<file path="config.mk">
export PLATFORM = sky130hd
export DESIGN_NAME = pattern_step_sequencer_top_flat
export DESIGN_NICKNAME = d
export VERILOG_FILES = /design/src/sv/pss_pkg.sv /design/src/sv/pss_if.sv /design/src/sv/pattern_step_sequencer_top.sv /design/src/sv/pss_cfg.sv /design/src/sv/pss_seq.sv /design/src/flat_wrapper.sv
export SDC_FILE = /design/constraint.sdc
export NUM_CORES = 1
export LEC_CHECK = 0
export BUFFER_PORTS_ARGS = -buffer_cell sky130_fd_sc_hd__buf_2
export CORE_MARGIN = 5
export CORE_UTILIZATION = 24
export CTS_CLUSTER_SIZE = 24
export DETAILED_ROUTE_END_ITERATION = 16
export GPL_ROUTABILITY_DRIVEN = 0
export GPL_TIMING_DRIVEN = 0
export PLACE_DENSITY = 0.48
export SYNTH_ARGS = -nofsm -noshare
export SYNTH_HDL_FRONTEND = slang
export SYNTH_SLANG_ARGS = --single-unit
</file>
<file path="constraint.sdc">
create_clock -name clk -period 4.98 [get_ports clk]
set_clock_uncertainty 0.05 [all_clocks]
set_input_delay 0.498 -clock clk [delete_from_list [all_inputs] [get_ports clk]]
set_output_delay 0.498 -clock clk [all_outputs]
set_load 0.02 [all_outputs]
</file>
<file path="src/sv/pss_pkg.sv">
// ----------------------------------------------------------------------------
// pss_pkg: shared definitions of the pattern step sequencer
// Field widths, register indexes and the configuration bundle.
// ----------------------------------------------------------------------------
package pss_pkg;

	localparam int MAX_STEPS = 16;
	localparam int POS_W     = $clog2(MAX_STEPS);

	localparam int LEN_W   = 5;
	localparam int NOTE_W  = 4;
	localparam int CNT_W   = 16;
	localparam int VALS_W  = 64;
	localparam int MASK_W  = 16;

	localparam int APB_DW    = 64;
	localparam int APB_AW    = 5;
	localparam int REG_IDX_W = 2;

	localparam logic [REG_IDX_W-1:0] REG_LENGTH = 2'd0;
	localparam logic [REG_IDX_W-1:0] REG_VALUES = 2'd1;
	localparam logic [REG_IDX_W-1:0] REG_NOTES  = 2'd2;

	localparam logic [LEN_W-1:0]  RST_LENGTH = 5'd3;
	localparam logic [VALS_W-1:0] RST_VALUES = '0;
	localparam logic [MASK_W-1:0] RST_NOTES  = 16'h0007;

	typedef struct packed {
		logic [LEN_W-1:0]  pattern_length;
		logic [VALS_W-1:0] slot_values;
		logic [MASK_W-1:0] slot_is_note;
	} cfg_t;

endpackage

</file>
<file path="src/sv/pss_if.sv">
// ----------------------------------------------------------------------------
// pss_if: stream channels of the pattern step sequencer
// Step channel in, result channel out, valid/ready handshake.
// ----------------------------------------------------------------------------
interface pss_in_if;
	logic valid;
	logic ready;
	logic step_tick;

	modport source(output valid, output step_tick, input ready);
	modport sink(input valid, input step_tick, output ready);
endinterface

interface pss_out_if;
	import pss_pkg::*;

	logic              valid;
	logic              ready;
	logic              event_tick;
	logic [NOTE_W-1:0] note_value;
	logic              cycle_tick;
	logic [CNT_W-1:0]  cycle_count;
	logic [LEN_W-1:0]  event_length;

	modport source(output valid, output event_tick, output note_value, output cycle_tick,
		output cycle_count, output event_length, input ready);
	modport sink(input valid, input event_tick, input note_value, input cycle_tick,
		input cycle_count, input event_length, output ready);
endinterface

</file>
<file path="src/sv/pattern_step_sequencer_top.sv">
// ----------------------------------------------------------------------------
// pattern_step_sequencer_top: pattern step sequencer
// Steps through a configured pattern of note and rest slots.
// ----------------------------------------------------------------------------
// Usage:
//   steps   - one transfer per evaluation; step_tick 1 advances one slot,
//             0 only reports the held state.
//   results - one transfer per step transfer: event and cycle ticks, the
//             latest note value and length, and the pattern cycle count.
//   APB     - pattern length (0x00), slot values (0x08), note mask (0x10);
//             write only while no step is in flight.
// A step transfer goes through the input register into the result register.
// One step is accepted every cycle while results are taken: the evaluation
// is a single registered pass (one increment, one compare and a priority
// search over the note mask) between the input and the result register.
// Reset clears the position, cycle count and held note, and loads length 3,
// slot values 0 and note mask 7. When the receiver stalls the result holds
// and steps keep being taken until the input register is also full.
// ----------------------------------------------------------------------------
module pattern_step_sequencer_top (
	input  logic                        clk,
	input  logic                        arst_n,
	pss_in_if.sink                      steps,
	pss_out_if.source                   results,
	input  logic                        psel,
	input  logic                        penable,
	input  logic                        pwrite,
	input  logic [pss_pkg::APB_AW-1:0]  paddr,
	input  logic [pss_pkg::APB_DW-1:0]  pwdata,
	output logic [pss_pkg::APB_DW-1:0]  prdata,
	output logic                        pready
);
	import pss_pkg::*;

	cfg_t cfg;

	pss_cfg u_cfg (
		.clk     (clk),
		.arst_n  (arst_n),
		.psel    (psel),
		.penable (penable),
		.pwrite  (pwrite),
		.paddr   (paddr),
		.pwdata  (pwdata),
		.prdata  (prdata),
		.pready  (pready),
		.cfg     (cfg)
	);

	pss_seq u_seq (
		.clk     (clk),
		.arst_n  (arst_n),
		.cfg     (cfg),
		.steps   (steps),
		.results (results)
	);

`ifndef NO_ASSERTIONS
	a_ready_when_drained: assert property (@(posedge clk) disable iff (!arst_n)
		!results.valid |-> steps.ready)
		else $error("step channel stalled with an empty result register");

	a_result_follows_step: assert property (@(posedge clk) disable iff (!arst_n)
		$rose(results.valid) |-> $past(steps.valid && steps.ready, 2))
		else $error("result appeared without a step transfer two cycles before");

	a_event_length: assert property (@(posedge clk) disable iff (!arst_n)
		results.valid && results.event_tick |->
			results.event_length != '0 && results.event_length <= LEN_W'(MAX_STEPS))
		else $error("note event with an impossible length");
`endif

endmodule

</file>
<file path="src/sv/pss_cfg.sv">
// ----------------------------------------------------------------------------
// pss_cfg: configuration registers
// APB-style register file holding pattern length, slot values and note mask.
// ----------------------------------------------------------------------------
module pss_cfg (
	input  logic                        clk,
	input  logic                        arst_n,
	input  logic                        psel,
	input  logic                        penable,
	input  logic                        pwrite,
	input  logic [pss_pkg::APB_AW-1:0]  paddr,
	input  logic [pss_pkg::APB_DW-1:0]  pwdata,
	output logic [pss_pkg::APB_DW-1:0]  prdata,
	output logic                        pready,
	output pss_pkg::cfg_t               cfg
);
	import pss_pkg::*;

	cfg_t                 cfg_q;
	logic [REG_IDX_W-1:0] idx;
	logic                 wr_en;

	// registers sit on 8-byte boundaries
	assign idx    = paddr[APB_AW-1:APB_AW-REG_IDX_W];
	assign pready = 1'b1;
	assign wr_en  = psel && penable && pwrite && pready;

	always_ff @(posedge clk or negedge arst_n) begin
		if (!arst_n) begin
			cfg_q.pattern_length <= RST_LENGTH;
			cfg_q.slot_values    <= RST_VALUES;
			cfg_q.slot_is_note   <= RST_NOTES;
		end else if (wr_en) begin
			case (idx)
				REG_LENGTH: cfg_q.pattern_length <= pwdata[LEN_W-1:0];
				REG_VALUES: cfg_q.slot_values    <= pwdata[VALS_W-1:0];
				REG_NOTES:  cfg_q.slot_is_note   <= pwdata[MASK_W-1:0];
				default: begin
				end
			endcase
		end
	end

	always_comb begin
		case (idx)
			REG_LENGTH: prdata = APB_DW'(cfg_q.pattern_length);
			REG_VALUES: prdata = APB_DW'(cfg_q.slot_values);
			REG_NOTES:  prdata = APB_DW'(cfg_q.slot_is_note);
			default:    prdata = '0;
		endcase
	end

	assign cfg = cfg_q;

endmodule

</file>
<file path="src/sv/pss_seq.sv">
// ----------------------------------------------------------------------------
// pss_seq: sequencer datapath
// Input register, one-pass step evaluation, sequencer state and result register.
// ----------------------------------------------------------------------------
module pss_seq (
	input  logic          clk,
	input  logic          arst_n,
	input  pss_pkg::cfg_t cfg,
	pss_in_if.sink        steps,
	pss_out_if.source     results
);
	import pss_pkg::*;

	localparam logic [LEN_W-1:0] MAX_LEN = LEN_W'(MAX_STEPS);

	// input stage
	logic v_s1;
	logic step_s1;
	logic adv;

	// sequencer state
	logic              started_q;
	logic [POS_W-1:0]  position_q;
	logic [CNT_W-1:0]  cycles_q;
	logic [NOTE_W-1:0] held_note_q;
	logic [LEN_W-1:0]  held_len_q;

	// result register
	logic              out_v_q;
	logic              event_q;
	logic [NOTE_W-1:0] note_q;
	logic              wrap_q;
	logic [CNT_W-1:0]  count_q;
	logic [LEN_W-1:0]  evlen_q;

	// evaluation
	logic [LEN_W-1:0]     len_c;
	logic [LEN_W-1:0]     nxt_raw;
	logic                 wrap_c;
	logic [POS_W-1:0]     new_pos;
	logic [MAX_STEPS-1:0] nmask;
	logic [NOTE_W-1:0]    vals [MAX_STEPS];
	logic [LEN_W-1:0]     end_idx;
	logic [LEN_W-1:0]     dur;

	logic              started_d;
	logic [POS_W-1:0]  position_d;
	logic [CNT_W-1:0]  cycles_d;
	logic [NOTE_W-1:0] held_note_d;
	logic [LEN_W-1:0]  held_len_d;
	logic              event_d;
	logic              wrap_d;

	assign adv          = !out_v_q || results.ready;
	assign steps.ready  = !v_s1 || adv;

	always_ff @(posedge clk or negedge arst_n) begin
		if (!arst_n) begin
			v_s1 <= 1'b0;
		end else if (steps.ready) begin
			v_s1 <= steps.valid;
		end
	end

	always_ff @(posedge clk) begin
		if (steps.valid && steps.ready) begin
			step_s1 <= steps.step_tick;
		end
	end

	assign nmask = cfg.slot_is_note[MAX_STEPS-1:0];

	always_comb begin
		for (int k = 0; k < MAX_STEPS; k++) begin
			vals[k] = cfg.slot_values[k*NOTE_W +: NOTE_W];
		end
	end

	assign len_c   = (cfg.pattern_length > MAX_LEN) ? MAX_LEN : cfg.pattern_length;
	assign nxt_raw = started_q ? (LEN_W'(position_q) + LEN_W'(1)) : '0;
	assign wrap_c  = (nxt_raw >= len_c);
	assign new_pos = wrap_c ? '0 : nxt_raw[POS_W-1:0];

	// first note after the new slot, or the pattern end if only rests follow
	always_comb begin
		end_idx = len_c;
		for (int k = MAX_STEPS - 1; k >= 0; k--) begin
			if (nmask[k] && (LEN_W'(k) > LEN_W'(new_pos)) && (LEN_W'(k) < len_c)) begin
				end_idx = LEN_W'(k);
			end
		end
	end

	assign dur = end_idx - LEN_W'(new_pos);

	always_comb begin
		started_d   = started_q;
		position_d  = position_q;
		cycles_d    = cycles_q;
		held_note_d = held_note_q;
		held_len_d  = held_len_q;
		event_d     = 1'b0;
		wrap_d      = 1'b0;
		if (len_c == '0) begin
			// empty pattern: clear note and cycle count, length 1, ignore the step
			held_note_d = '0;
			cycles_d    = '0;
			held_len_d  = LEN_W'(1);
		end else if (step_s1) begin
			started_d  = 1'b1;
			position_d = new_pos;
			wrap_d     = wrap_c;
			if (wrap_c) begin
				cycles_d = cycles_q + CNT_W'(1);
			end
			if (nmask[new_pos]) begin
				held_len_d  = dur;
				held_note_d = vals[new_pos];
				event_d     = 1'b1;
			end
		end
	end

	always_ff @(posedge clk or negedge arst_n) begin
		if (!arst_n) begin
			started_q   <= 1'b0;
			position_q  <= '0;
			cycles_q    <= '0;
			held_note_q <= '0;
			held_len_q  <= '0;
			out_v_q     <= 1'b0;
		end else if (v_s1 && adv) begin
			started_q   <= started_d;
			position_q  <= position_d;
			cycles_q    <= cycles_d;
			held_note_q <= held_note_d;
			held_len_q  <= held_len_d;
			out_v_q     <= 1'b1;
		end else if (results.ready) begin
			out_v_q <= 1'b0;
		end
	end

	always_ff @(posedge clk) begin
		if (v_s1 && adv) begin
			event_q <= event_d;
			note_q  <= held_note_d;
			wrap_q  <= wrap_d;
			count_q <= cycles_d;
			evlen_q <= held_len_d;
		end
	end

	assign results.valid        = out_v_q;
	assign results.event_tick   = event_q;
	assign results.note_value   = note_q;
	assign results.cycle_tick   = wrap_q;
	assign results.cycle_count  = count_q;
	assign results.event_length = evlen_q;

endmodule
</file>
<file path="src/flat_wrapper.sv">
// flat-port wrapper written by rule: the top's interface ports become plain ports
module pattern_step_sequencer_top_flat import pss_pkg::*;
  (clk, arst_n, psel, penable, pwrite, paddr, pwdata, prdata, pready, steps_valid, steps_step_tick, steps_ready, results_valid, results_event_tick, results_note_value, results_cycle_tick, results_cycle_count, results_event_length, results_ready);
  pss_in_if steps_i ();
  pss_out_if results_i ();
  input  logic clk;
  input  logic arst_n;
  input  logic psel;
  input  logic penable;
  input  logic pwrite;
  input  logic [pss_pkg::APB_AW-1:0] paddr;
  input  logic [pss_pkg::APB_DW-1:0] pwdata;
  output logic [pss_pkg::APB_DW-1:0] prdata;
  output logic pready;
  input wire logic [$bits(steps_i.valid)-1:0] steps_valid;
  input wire logic [$bits(steps_i.step_tick)-1:0] steps_step_tick;
  output wire logic [$bits(steps_i.ready)-1:0] steps_ready;
  output wire logic [$bits(results_i.valid)-1:0] results_valid;
  output wire logic [$bits(results_i.event_tick)-1:0] results_event_tick;
  output wire logic [$bits(results_i.note_value)-1:0] results_note_value;
  output wire logic [$bits(results_i.cycle_tick)-1:0] results_cycle_tick;
  output wire logic [$bits(results_i.cycle_count)-1:0] results_cycle_count;
  output wire logic [$bits(results_i.event_length)-1:0] results_event_length;
  input wire logic [$bits(results_i.ready)-1:0] results_ready;
  assign steps_i.valid = steps_valid;
  assign steps_i.step_tick = steps_step_tick;
  assign steps_ready = steps_i.ready;
  assign results_valid = results_i.valid;
  assign results_event_tick = results_i.event_tick;
  assign results_note_value = results_i.note_value;
  assign results_cycle_tick = results_i.cycle_tick;
  assign results_cycle_count = results_i.cycle_count;
  assign results_event_length = results_i.event_length;
  assign results_i.ready = results_ready;
  pattern_step_sequencer_top u_core (.clk(clk), .arst_n(arst_n), .steps(steps_i), .results(results_i), .psel(psel), .penable(penable), .pwrite(pwrite), .paddr(paddr), .pwdata(pwdata), .prdata(prdata), .pready(pready));
endmodule
</file>
* Word level (Yosys, flattened, before mapping)
Index checks and enable logic that the tools add are counted.
** Storage, ports and cells
- Register bits :: 145
- Input bits :: 77
- Output and inout port bits :: 94
** Cells by class
- Add/subtract/negate cells :: 3
- $lt $le $gt $ge :: 34
- Equality and inequality tests :: 2
- Muxes and demuxes :: 36
- Bitwise gates (word level) :: 3
- Reductions and logical operators :: 46
** Operators with widths (count)
- 64-bit one-hot mux with 3 select lines :: 1
- 5-bit two-way mux :: 20
- 16-bit two-way mux :: 3
- 4-bit by 5-bit less-than comparator with 1-bit output, first input constant :: 8
- 1-bit logical AND :: 34
- 4-bit > comparator, first input constant :: 8
- 4-bit two-way mux :: 6
- 3-bit by 5-bit less-than comparator with 1-bit output, first input constant :: 4
- 16-bit by 1-bit adder with 16-bit output, second input constant :: 1
- 4-bit binary-select mux with 4-bit select :: 1
- 3-bit by 4-bit > comparator with 1-bit output, first input constant :: 4
- 2-bit by 5-bit less-than comparator with 1-bit output, first input constant :: 2
- 2-bit by 4-bit > comparator with 1-bit output, first input constant :: 2
- 2-bit AND reduction :: 3
- 4-bit by 1-bit adder with 5-bit output, second input constant :: 1
- 5-bit >= comparator :: 1
- 5-bit >= comparator, second input constant :: 1
- 5-bit > comparator, second input constant :: 1
- 5-bit logical NOT :: 1
- 1-bit by 5-bit less-than comparator with 1-bit output, first input constant :: 1
- 4-bit by 5-bit less-than comparator with 1-bit output, second input constant :: 1
- 4-bit NOT with 5-bit output :: 1
- 5-bit by 4-bit subtractor with 5-bit output :: 1
- 1-bit binary-select mux with 4-bit select :: 1
- other kinds (11) :: 17

* Depth between registers and ports, before layout
Gate-level depths: netlist (run 1).
- Depth in word-level cells :: 26
- Gate-level depth with buffers :: 23
- Depth with buffers taken out :: 22

* Modules after synthesis
Synthesis (run 1) repeated with hierarchy kept, for this count alone.
** Second synthesis, totals
- Cell total of the unflattened synthesis :: 771
- Area, all modules :: 8269.2 um^2
** Modules (own cells, without submodules)
- pss_seq :: times used 1, cells an instance 500, area an instance 4466.8 um^2, seq. area each 1641.6 um^2
- pss_cfg :: times used 1, cells an instance 271, area an instance 3802.4 um^2, seq. area each 2133.3 um^2

* Least setup slack after synthesis (run 1)
No wires, ideal clock.
- Kind :: flip-flop to flip-flop
- From :: register u_core.u_seq.position_q[0]
- To :: register u_core.u_seq.evlen_q[4] (netlist: u_core.u_seq.results.event_length[4]) (data pin)
- Setup time :: 0.260 ns
- Arrival time :: 4.384 ns
- Setup slack :: 0.286 ns
- Stages on the path, launching flop included :: 22
- Path buffers :: 1
- Clock period less this slack :: 4.694 ns
- Cells stage by stage :: dfrtp_1 ha_1 xor2_1 nand2_1 inv_1 ha_1 a21oi_1 o21ai_1 maj3_4 a21boi_4 inv_2 buf_6 o311ai_4 nand2_1 a221oi_1 o21ai_1 a31o_1 fa_1 a21o_1 a21oi_1 xor2_1 a21oi_1
** Between the ends
- Word-level cells in the longest chain between the ends :: 26
- Elaborated cells between the ends (all ways) :: 70
- Classes of those cells :: 2 x add/sub; 16 x order compare; 22 x mux; 30 x reduce/logical
** Ends and longest elaborated chain
- from (decl) :: line pss_seq.sv:23 : logic [POS_W-1:0] position_q;
- from (signal assigned) :: line pss_seq.sv:134 : position_q <= position_d;
- 4-bit by 1-bit adder with 5-bit output (*) :: line pss_seq.sv:80 : assign nxt_raw = started_q ? (LEN_W'(position_q) + LEN_W'(1)) : '0;
- 5-bit two-way mux (*) :: line pss_seq.sv:80
- 5-bit >= comparator :: line pss_seq.sv:81 : assign wrap_c = (nxt_raw >= len_c);
- 4-bit two-way mux (*) :: line pss_seq.sv:82 : assign new_pos = wrap_c ? '0 : nxt_raw[POS_W-1:0];
- 4-bit > comparator :: line pss_seq.sv:88 : if (nmask[k] && (LEN_W'(k) > LEN_W'(new_pos)) && (LEN_W'(k) < len_c)) begin
- 1-bit logical AND (2 in series) :: line pss_seq.sv:88
- 5-bit two-way mux (15 in series) :: line pss_seq.sv:88
- 5-bit by 4-bit subtractor with 5-bit output :: line pss_seq.sv:94 : assign dur = end_idx - LEN_W'(new_pos);
- 5-bit two-way mux (*) :: line pss_seq.sv:116 : if (nmask[new_pos]) begin
- 5-bit two-way mux (*) :: line pss_seq.sv:109 : end else if (step_s1) begin
- 5-bit two-way mux (*) :: line pss_seq.sv:104 : if (len_c == '0) begin
- named net u_core.u_seq.held_len_d[4] :: line pss_seq.sv:50 : logic [LEN_W-1:0] held_len_d;
- to (signal assigned) :: line pss_seq.sv:150 : evlen_q <= held_len_d;
- to (decl) :: line pss_seq.sv:34 : logic [LEN_W-1:0] evlen_q;
The timed path passes the listed nets; every way through them passes the cells marked *. The select of a mux whose other input is x is not followed.
A chain may end at the register's enable or synchronous reset.

* Worst setup path in the final report (run 1)
- From :: register u_core.u_cfg.cfg_q, in the netlist u_core.u_cfg.cfg[80]
- To :: register u_core.u_seq.evlen_q[4] (netlist: u_core.u_seq.results.event_length[4]) (data pin)
** Between the ends
- Word-level cells in the longest chain between the ends :: 26
- Elaborated cells between the ends (all ways) :: 86
- Classes of those cells :: 1 x add/sub; 32 x order compare; 22 x mux; 31 x reduce/logical
** Ends and longest elaborated chain
- from (decl) :: line pss_cfg.sv:19 : cfg_t cfg_q;
- 5-bit > comparator :: line pss_seq.sv:79 : assign len_c = (cfg.pattern_length > MAX_LEN) ? MAX_LEN : cfg.pattern_length;
- 5-bit two-way mux (*) :: line pss_seq.sv:79
- 5-bit >= comparator :: line pss_seq.sv:81
- 4-bit two-way mux :: line pss_seq.sv:82
- 4-bit > comparator :: line pss_seq.sv:88
- 1-bit logical AND (2 in series) :: line pss_seq.sv:88
- 5-bit two-way mux (15 in series) :: line pss_seq.sv:88
- 5-bit by 4-bit subtractor with 5-bit output :: line pss_seq.sv:94
- 5-bit two-way mux :: line pss_seq.sv:116
- 5-bit two-way mux :: line pss_seq.sv:109
- 5-bit two-way mux (*) :: line pss_seq.sv:104
- named net u_core.u_seq.held_len_d[4] :: line pss_seq.sv:50
Marks and branches as above.

==> flow_summary.ini, run 1 <==
[cells_and_area]
area_growth_pct = 28.18
multi_input_area_sq_um = 4302
layoutNonFillerInstCount = 1481
drive_gt1_share_pct = 35.19
nNetsFinal = 1101
fillers = 3650
seq_area_sq_um = 3776
antenna_cells = 0

[yosys]
synth_top_area_share_pct = 33.97
synth_top_area_cell = dfrtp_1
postSynthAreaPerCell_sq_um = 10.16
synth.most_common_cell = dfrtp_1
syn_inst = 812
ys_types = 83
yosysSeqAreaShare_pct = 45.75
ys_warn_count = 0
synth-edff-count = 28
synth.net_count = 900
synth_area_leaders = dfrtp_1 34%, mux2_2 12%, edfxtp_1 10%
synth_ff_type = dfrtp_1
syn_area_sq_um = 8250
yosys-top-cells-count = 112 x dfrtp_1, 103 x nand2_1, 87 x mux2_2
yosys_register_bits = 145
async_flop_share_pct = 80.69

[critical_path]
cpMostUsedCell = a21oi_1
cp-end-kind = flop
path_class = flop to flop
cp.required_ps = 5100
slowest_stage = dfstp_2
worst_ep_arrival_time_ps = 4850
crit_chain = nor2b_1, ha_1, nor2b_2, o21ai_4, maj3_4, a21boi_4, inv_2, buf_6, o311ai_4, nand2_1, a221oi_2, o21ai_1, a31o_1, fa_2, a21o_1, a21oi_1, xor2_1, a21oi_1
startpoint_type = flop
cp_top_family = compound AO/OA/AOI/OAI gates
crit_buf_inv = 2
worst_path_largest_cell_delay_ps = 670
cp_max_fo = 12

[power_and_ir_drop]
vdd_ir_drop_max_mv = 0.3476
p_leak_nw = 4.562
power_density_nw_per_um2 = 619.4
power_mw = 6.550

[global_route]
grt_usage_pct = 14.28
grt-ovfl-total = 0
antenna_found_initial = 1
grt_pass1_vias = 7137
grt_max_degree = 62
grt_first_pass_wirelength_microns = 42650

[place]
io_buffers = 164
dpl.hpwl_microns = 20580
place_inst = 1432
pre_cts_ws_ps = -599.5

[timing]
setup-violations-final = 0
worst_pin_slew_ps = 814.6
hold_slack_ps = 217.4
fin_ws_ps = 250.6
slew_headroom_pct = 45.69
finalCriticalPeriod_ps = 4729
report.final.slew_viol_count = 0
fmax_mhz = 211.4
fin_setup_tns_ps = 0
rsz0062_at_grt = no
fin_crit_sh_pct = 94.97
report.final.hold_viol_count = 0

[worst_hold_path]
hp-class = input port to flop

[clock_network]
clkLatencyLatePin_ps = 430
clock_sinks = 145
path_clk_slew_ps = 70
cts_buffers = 17
cts_max_path_buffers = 2
clockRootBuffer = clkbuf_16
cts_tree = built
h-tree-depth = 4

[status]
status = finished, final reports clean

[drt]
ant_nets = 0
routedWlPerCell_microns = 18.67
drt_wl_total_microns = 27650
drtPass1Iterations = 5
via_per_inst = 4.737
drcViolationCount = 0
vias = 7016
drtIter0Drc = 380

[die]
start_util_pct = 24.12
coreArea_sq_um = 34200
num_io_pins = 171
fp.dieW_microns = 195.4
fp.dieArea_sq_um = 38190
die_y_microns = 195.4
row_count = 68

[job]
maxCapViolCount = 0
-- stage by stage --
stage / util, % / instance area (sq um)
2_1_floorplan: - / 8250
3_3_place_gp: 28.19 / 9641
3_5_place_dp: 28.29 / 9676
5_1_grt: 30.92 / 10580
4_1_cts: 30.39 / 10390
6_report: 30.92 / 10580
-- cells in the final DEF (no fill, tap or decap), types with 9 or more instances in the layout --
master     instances
a21oi_1           19
a22o_1            14
and2_1            59
buf_2            165
buf_4             21
clkbuf_1          35
clkbuf_16         18
dfrtp_1          111
edfxtp_1          28
inv_1             16
mux2_2            87
mux2i_1           10
nand2_1          103
nand2b_1           9
nand3_1           11
nor2_1            42
nor2b_1            9
o211ai_1           9
o21ai_0           50
o22ai_1           24
xnor2_1           11
-- state kept, by name, summed over array words and instances, names as in the netlist, 4 cells and up --
signal                             count
u_core.u_cfg.cfg                      85
u_core.u_seq.held_len_q                5
u_core.u_seq.results.cycle_count      16
u_core.u_seq.position_q                4
u_core.u_seq.cycles_q                 16
u_core.u_seq.results.note_value        4
u_core.u_seq.results.event_length      5
u_core.u_seq.held_note_q               4
-- final timing paths --
kind | slack, ps | from | cells past startpoint | end
min | 220 | steps_step_tick | 1 | u_core.u_seq.step_s1
min reg2reg | 430 | u_core.u_seq.held_len_q[4] | 1 | u_core.u_seq.held_len_q[4]
max reg2reg | 250 | u_core.u_cfg.cfg[80] | 18 | u_core.u_seq.results.event_length[4]
max | 250 | u_core.u_cfg.cfg[80] | 18 | u_core.u_seq.results.event_length[4]
max in group asynchronous | 3620 | arst_n | 3 | u_core.u_seq.position_q[0]
min in group asynchronous | 540 | arst_n | 2 | u_core.u_cfg.cfg[27]
-- where the power goes --
part	internal, mW	switching [mW]
clock	0.883	0.517
sequential	1.52	0.252
combinational	1.34	2.03
total	3.75	2.80
-- cell families (layout without fill, tap and decap cells) --
logic type	after synthesis	count (layout)	synth area share [%]
AND/OR/NAND/NOR	271	271	16.30
AO/OA/AOI/OAI	199	199	17.08
flip-flops	145	145	45.75
multiplexers	98	98	13.27
buffers and inverters	66	280	3.473
XOR/XNOR	19	19	2.017
adder cells (fa/ha/maj)	13	13	2.062
other	1	1	0.04545
-- cell type report --
type / instances / area share, %
flip-flops and latches: 145 / 35.71
clock buffers: 23 / 4.531
plain buffers: 41 / 1.881
well taps: 455 / 5.383
repair buffers: 186 / 9.595
inverters: 21 / 0.7691
multi-input cells: 601 / 40.68
clock inverters: 9 / 1.455
-- repair_timing --
item | CTS | global route
setup buffers | 8 | 12
pin swaps | 7 | 9
gates resized for setup | 7 | 20
hold endpoints to repair | 4 | 0
hold buffers | 1 | 0
endpoints found under the setup margin | 7 | 5
gates cloned | 0 | 0
-- layer usage --
metal / global-route usage [%] / vias up / part of all wire (%)
met5: 0 / - / 0.025
met4: 3.853 / 2 / 1.6
met3: 3.865 / 25 / 6.7
met2: 21.97 / 244 / 45
met1: 19.84 / 3401 / 46
li1: - / 3344 / -
Power figures use the tool's default switching activity.
==> run 2, diff against run 1 <==
Settings changed: GPL_ROUTABILITY_DRIVEN 0 to not set, MAX_ROUTING_LAYER set to met4.
==> flow_summary.ini, run 2 (synthesis results as in run 1) <==
[critical_path]
crit_buf_inv = 3
worst_ep_arrival_time_ps = 4930
worst_path_largest_cell_delay_ps = 430
worst-path-stages = 21
cp_max_fo = 11
r2r_start = u_core.u_seq.position_q[0]
crit_chain = ha_1, xor2_2, nand2_1, inv_1, ha_1, a21oi_4, o21ai_4, maj3_4, a21boi_4, inv_2, buf_6, o311ai_4, nand2_1, a221oi_2, o21ai_1, a31o_1, fa_2, a21o_1, a21oi_2, xor2_2, a21oi_2
cp_top_family = compound AO/OA/AOI/OAI gates
timing.rr.end = u_core.u_seq.results.event_length[4]
reg2reg_slack_ps = 170
path_class = flop to flop
rr_worst_depth = 21
cp-end-kind = flop
slowest_stage = dfrtp_2
startpoint = u_core.u_seq.position_q[0]
startpoint_type = flop
cp.required_ps = 5100
endpoint = u_core.u_seq.results.event_length[4]

[clock_network]
clock_sinks = 145
h-tree-depth = 4
clockRootBuffer = clkbuf_16
cts_buffers = 17
path_clk_slew_ps = 70
cts_max_path_buffers = 2
cts_tree = built
clkLatencyLatePin_ps = 440

[timing]
setup-violations-final = 0
fin_ws_ps = 169.8
fin_crit_sh_pct = 96.59
fmax_mhz = 207.9
report.final.hold_viol_count = 0
report.final.slew_viol_count = 0
slew_headroom_pct = 43.80
finalCriticalPeriod_ps = 4810
rsz0062_at_grt = no
worst_pin_slew_ps = 836.6

[drt]
drcViolationCount = 0
via_per_inst = 4.769
ant_nets = 0
routedWlPerCell_microns = 19.02
vias = 7025
drtPass1Iterations = 5
drt_wl_total_microns = 28010
drtIter0Drc = 403

[power_and_ir_drop]
vdd_ir_drop_max_mv = 0.3683
power_density_nw_per_um2 = 610.6
power_mw = 6.388
p_leak_nw = 4.513

[place]
io_buffers = 164
pre_cts_ws_ps = -608.6
placedInstanceArea_sq_um = 9676
dpl.hpwl_microns = 20840
place.gp.congestion = 0.8807

[cells_and_area]
area_growth_pct = 26.80
fin_area_sq_um = 10460
final_common_cell = buf_2
largest_reg_flops = 85
nNetsFinal = 1092
layout_common_cells = 165 x buf_2, 110 x dfrtp_1, 102 x nand2_1, 87 x mux2_2, 60 x and2_1
drive_gt1_share_pct = 34.41

[die]
row_count = 68
fp.dieW_microns = 195.4
coreArea_sq_um = 34200
die_y_microns = 195.4
fp.dieArea_sq_um = 38190
start_util_pct = 24.12
num_io_pins = 171

[global_route]
grt_usage_pct = 14.80
grt_first_pass_wirelength_microns = 42900
grt_pass1_vias = 7083
antenna_found_initial = 1
grt_max_degree = 62
grt-ovfl-total = 0

[worst_hold_path]
hp-class = input port to flop

[status]
status = finished, final reports clean

[job]
maxCapViolCount = 0
run 2: cell count changes in the layout (fill, tap and decap cells not counted), moves of 2 or more:
cell / previous run / this run
buf_4: 21 / 12
bufinv_16: 4 / 2
clkbuf_1: 35 / 33
clkbuf_8: 1 / 4
ha_1: 8 / 10
run 2: per-layer routing:
layer	track usage, %	wire length [microns]	vias to the layer above
met1	20.40	13090	3410
met4	3.336	388	0
met3	3.088	1655	28
met2	22.49	12880	259
li1	-	-	3328
met5	-	0	-
run 2: cell type report:
cell class | instances | area, sq um
Antenna cell | 1 | 2.502
Inverter | 21 | 81.33
Timing Repair Buffer | 177 | 947.2
Clock inverter | 8 | 98.84
Sequential cell | 145 | 3777
Fill cell | 3617 | 23740
Buffer | 41 | 198.9
Multi-Input combinational cell | 601 | 4273
Clock buffer | 24 | 513.0
Tap cell | 455 | 569.3
run 2: how the worst min path moves through the flow:
stage                               start                    endpoint  cells past startpoint
2_1_floorplan                      arst_n        u_core.u_cfg.cfg[10]                      0
3_3_place_gp   u_core.u_seq.held_len_q[4]  u_core.u_seq.held_len_q[4]                      1
3_5_place_dp   u_core.u_seq.held_len_q[4]  u_core.u_seq.held_len_q[4]                      1
4_1_cts                   steps_step_tick        u_core.u_seq.step_s1                      1
5_1_grt                   steps_step_tick        u_core.u_seq.step_s1                      1
6_report                  steps_step_tick        u_core.u_seq.step_s1                      1
run 2: per-stage QoR:
| step | TNS (ps) | utilization [%] | cells | hold slack (ps) |
|---|---|---|---|---|
| final | 0 | 30.59 | 1473 | 215.9 |
| after global routing | 0 | 30.59 | 1473 | 198.0 |
| after CTS | 0 | 30.32 | 1469 | 192.2 |
| after detailed placement | -2022 | 28.29 | 1432 | 422.2 |
| after global placement | -1784 | 28.19 | 1431 | 418.7 |
| after floorplan | 0 | - | 812 | 152.4 |
run 2: timing repair:
action / CTS / global route
setup buffers: 8 / 3
endpoints found under the hold margin: 8 / 0
pin swaps: 6 / 10
gates resized for setup: 7 / 17
hold buffers: 1 / 0
setup endpoints to repair: 7 / 5
run 2: where the power goes:
| group | total [mW] | internal, mW | switching (mW) |
|---|---|---|---|
| Combinational | 3.27 | 1.25 | 2.02 |
| Clock | 1.35 | 0.821 | 0.527 |
| Sequential | 1.77 | 1.52 | 0.248 |
==> run 3, diff against run 2 <==
Settings changed: SYNTH_HIERARCHICAL set to 1.
==> flow_summary.ini, run 3 <==
[status]
status = finished, final reports clean

[yosys]
synth.most_common_cell = dfrtp_1
ys_types = 80
yosysSeqAreaShare_pct = 45.65
synth_ff_type = dfrtp_1
yosys_register_bits = 145
syn_inst = 771
ys_warn_count = 6
synth_top_area_share_pct = 33.89
async_flop_share_pct = 80.69
synth_top_area_cell = dfrtp_1
postSynthAreaPerCell_sq_um = 10.73
synth_area_leaders = dfrtp_1 34%, mux2_2 10%, edfxtp_1 10%
synth-edff-count = 28
synth.net_count = 858
yosys-top-cells-count = 112 x dfrtp_1, 75 x mux2_2, 60 x nand2_1
syn_area_sq_um = 8269

[critical_path]
rr_worst_depth = 20
crit_buf_inv = 2
slowest_stage = clkbuf_1
timing.rr.end = u_core/u_seq/results.event_length[4]
cp.required_ps = 5090
cp_top_family = compound AO/OA/AOI/OAI gates
worst_path_largest_cell_delay_ps = 560
cp_max_fo = 10
r2r_start = u_core/u_seq/position_q[1]
path_class = flop to flop
startpoint_type = flop
startpoint = u_core/u_seq/position_q[1]
cpMostUsedCell = ha_1
worst_ep_arrival_time_ps = 4850
reg2reg_slack_ps = 250
crit_chain = ha_4, and4_2, ha_1, clkbuf_1, a21o_1, o221a_2, a21oi_1, o21ai_0, a2bb2oi_1, o22ai_1, nand2_1, a32oi_1, ha_1, inv_1, ha_1, nor3_2, nor2b_2, a221oi_2, xor2_1, o2bb2ai_2
cp-end-kind = flop

[timing]
rsz0062_at_grt = no
fin_ws_ps = 247.3
report.final.slew_viol_count = 0
setup-violations-final = 0
fmax_mhz = 211.3
report.final.hold_viol_count = 0
fin_crit_sh_pct = 95.03
fin_setup_tns_ps = 0
finalCriticalPeriod_ps = 4733
worst_pin_slew_ps = 1182
slew_headroom_pct = 21.13
hold_slack_ps = 0.5672

[cells_and_area]
drive_gt1_share_pct = 37.45
fin_area_sq_um = 10520
fillers = 3612
final_common_cell = buf_2
layout_common_cells = 167 x buf_2, 110 x dfrtp_1, 75 x mux2_2, 59 x nand2_1, 55 x and2_1
area_growth_pct = 27.25
nNetsFinal = 1046
largest_reg_flops = 85

[drt]
drt_wl_total_microns = 27930
drtPass1Iterations = 7
drcViolationCount = 0
route.met2.wl_microns = 12530
dr_wl_met3_microns = 1490
ant_nets = 0
drt-met1-wl_microns = 13420
highest_layer = met4
vias = 6968
via_per_inst = 4.876
routedWlPerCell_microns = 19.54
drtIter0Drc = 553

[clock_network]
cts_tree = built
path_clk_slew_ps = 60
cts_buffers = 17
clockRootBuffer = clkbuf_16
cts_hold_buf = 0
cts_max_path_buffers = 2
h-tree-depth = 4
clock_sinks = 145
clkLatencyLatePin_ps = 430

[global_route]
grt-ovfl-total = 0
grt_usage_pct = 14.79
antenna_found_initial = 2
grt_first_pass_wirelength_microns = 43000
grt_max_degree = 61
grt_pass1_vias = 7156

[power_and_ir_drop]
vdd_ir_drop_max_mv = 0.3219
p_leak_nw = 4.622
power_density_nw_per_um2 = 593.4
power_mw = 6.244

[place]
io_buffers = 164
pre_cts_ws_ps = -1090
dpl.hpwl_microns = 20870
placedInstanceArea_sq_um = 9693
place.gp.congestion = 0.8752

[die]
num_io_pins = 171
row_count = 68
fp.dieW_microns = 195.6
coreArea_sq_um = 34290
die_y_microns = 195.6
fp.dieArea_sq_um = 38270
start_util_pct = 24.12

[job]
maxCapViolCount = 0

[worst_hold_path]
hp-class = input port to asynchronous set/reset pin
-- run 3: cell types whose count changed after synthesis, moves of 12 or more --
cell and delta:
nand2_1 -43, o22ai_1 -21, clkbuf_1 -15, mux2i_1 +19, mux2_2 -12
-- run 3: cells by family after synthesis --
logic type / synth area share, %
buffers and inverters: 3.737
adder cells (fa/ha/maj): 1.816
AND/OR/NAND/NOR: 14.33
AO/OA/AOI/OAI: 16.31
other: 0.04535
XOR/XNOR: 2.224
flip-flops: 45.65
multiplexers: 15.89
-- run 3: how the worst max path moves through the flow --
stage,to,depth (start not counted)
after detailed placement,u_core/u_seq/results.event_length[4],21
after global routing,u_core/u_seq/results.event_length[4],20
final,u_core/u_seq/results.event_length[4],20
after CTS,u_core/u_seq/results.event_length[4],20
after floorplan,u_core/u_seq/results.event_length[4],21
after global placement,u_core/u_seq/results.event_length[4],21
-- run 3: repair_timing --
item	4_1_cts	5_1_grt
buffers inserted	6	2
endpoints found under the setup margin	18	8
pin swaps	4	6
gates resized for setup	21	30
-- run 3: metrics by stage --
step | instances | util (%)
floorplan | 771 | -
global placement | 1390 | 28.17
detailed placement | 1391 | 28.27
CTS | 1429 | 30.30
global route | 1429 | 30.69
finish | 1429 | 30.69
-- run 3: layer usage --
metal | track usage [%] | up-vias
met5 | - | -
met4 | 4.086 | 0
met3 | 3.244 | 36
met2 | 21.76 | 247
met1 | 20.58 | 3459
li1 | - | 3226
-- run 3: cell type report --
| type | count | area [sq um] | share of cell area (%) |
|---|---|---|---|
| inverters | 18 | 67.56 | 0.6421 |
| clock inverters | 11 | 103.9 | 0.9869 |
| diodes | 2 | 5.005 | 0.04756 |
| plain buffers | 37 | 250.2 | 2.378 |
| multi-input cells | 567 | 4363 | 41.46 |
| well taps | 455 | 569.3 | 5.410 |
| repair buffers | 173 | 914.6 | 8.692 |
| flip-flops and latches | 145 | 3777 | 35.90 |
| clock buffers | 21 | 471.7 | 4.483 |
-- run 3: where the power goes --
part	switching, mW	total [mW]	leakage, nW	internal [mW]
combinational	1.97	3.22	2.62	1.25
clock	0.522	1.26	0.279	0.733
sequential	0.246	1.77	1.72	1.52
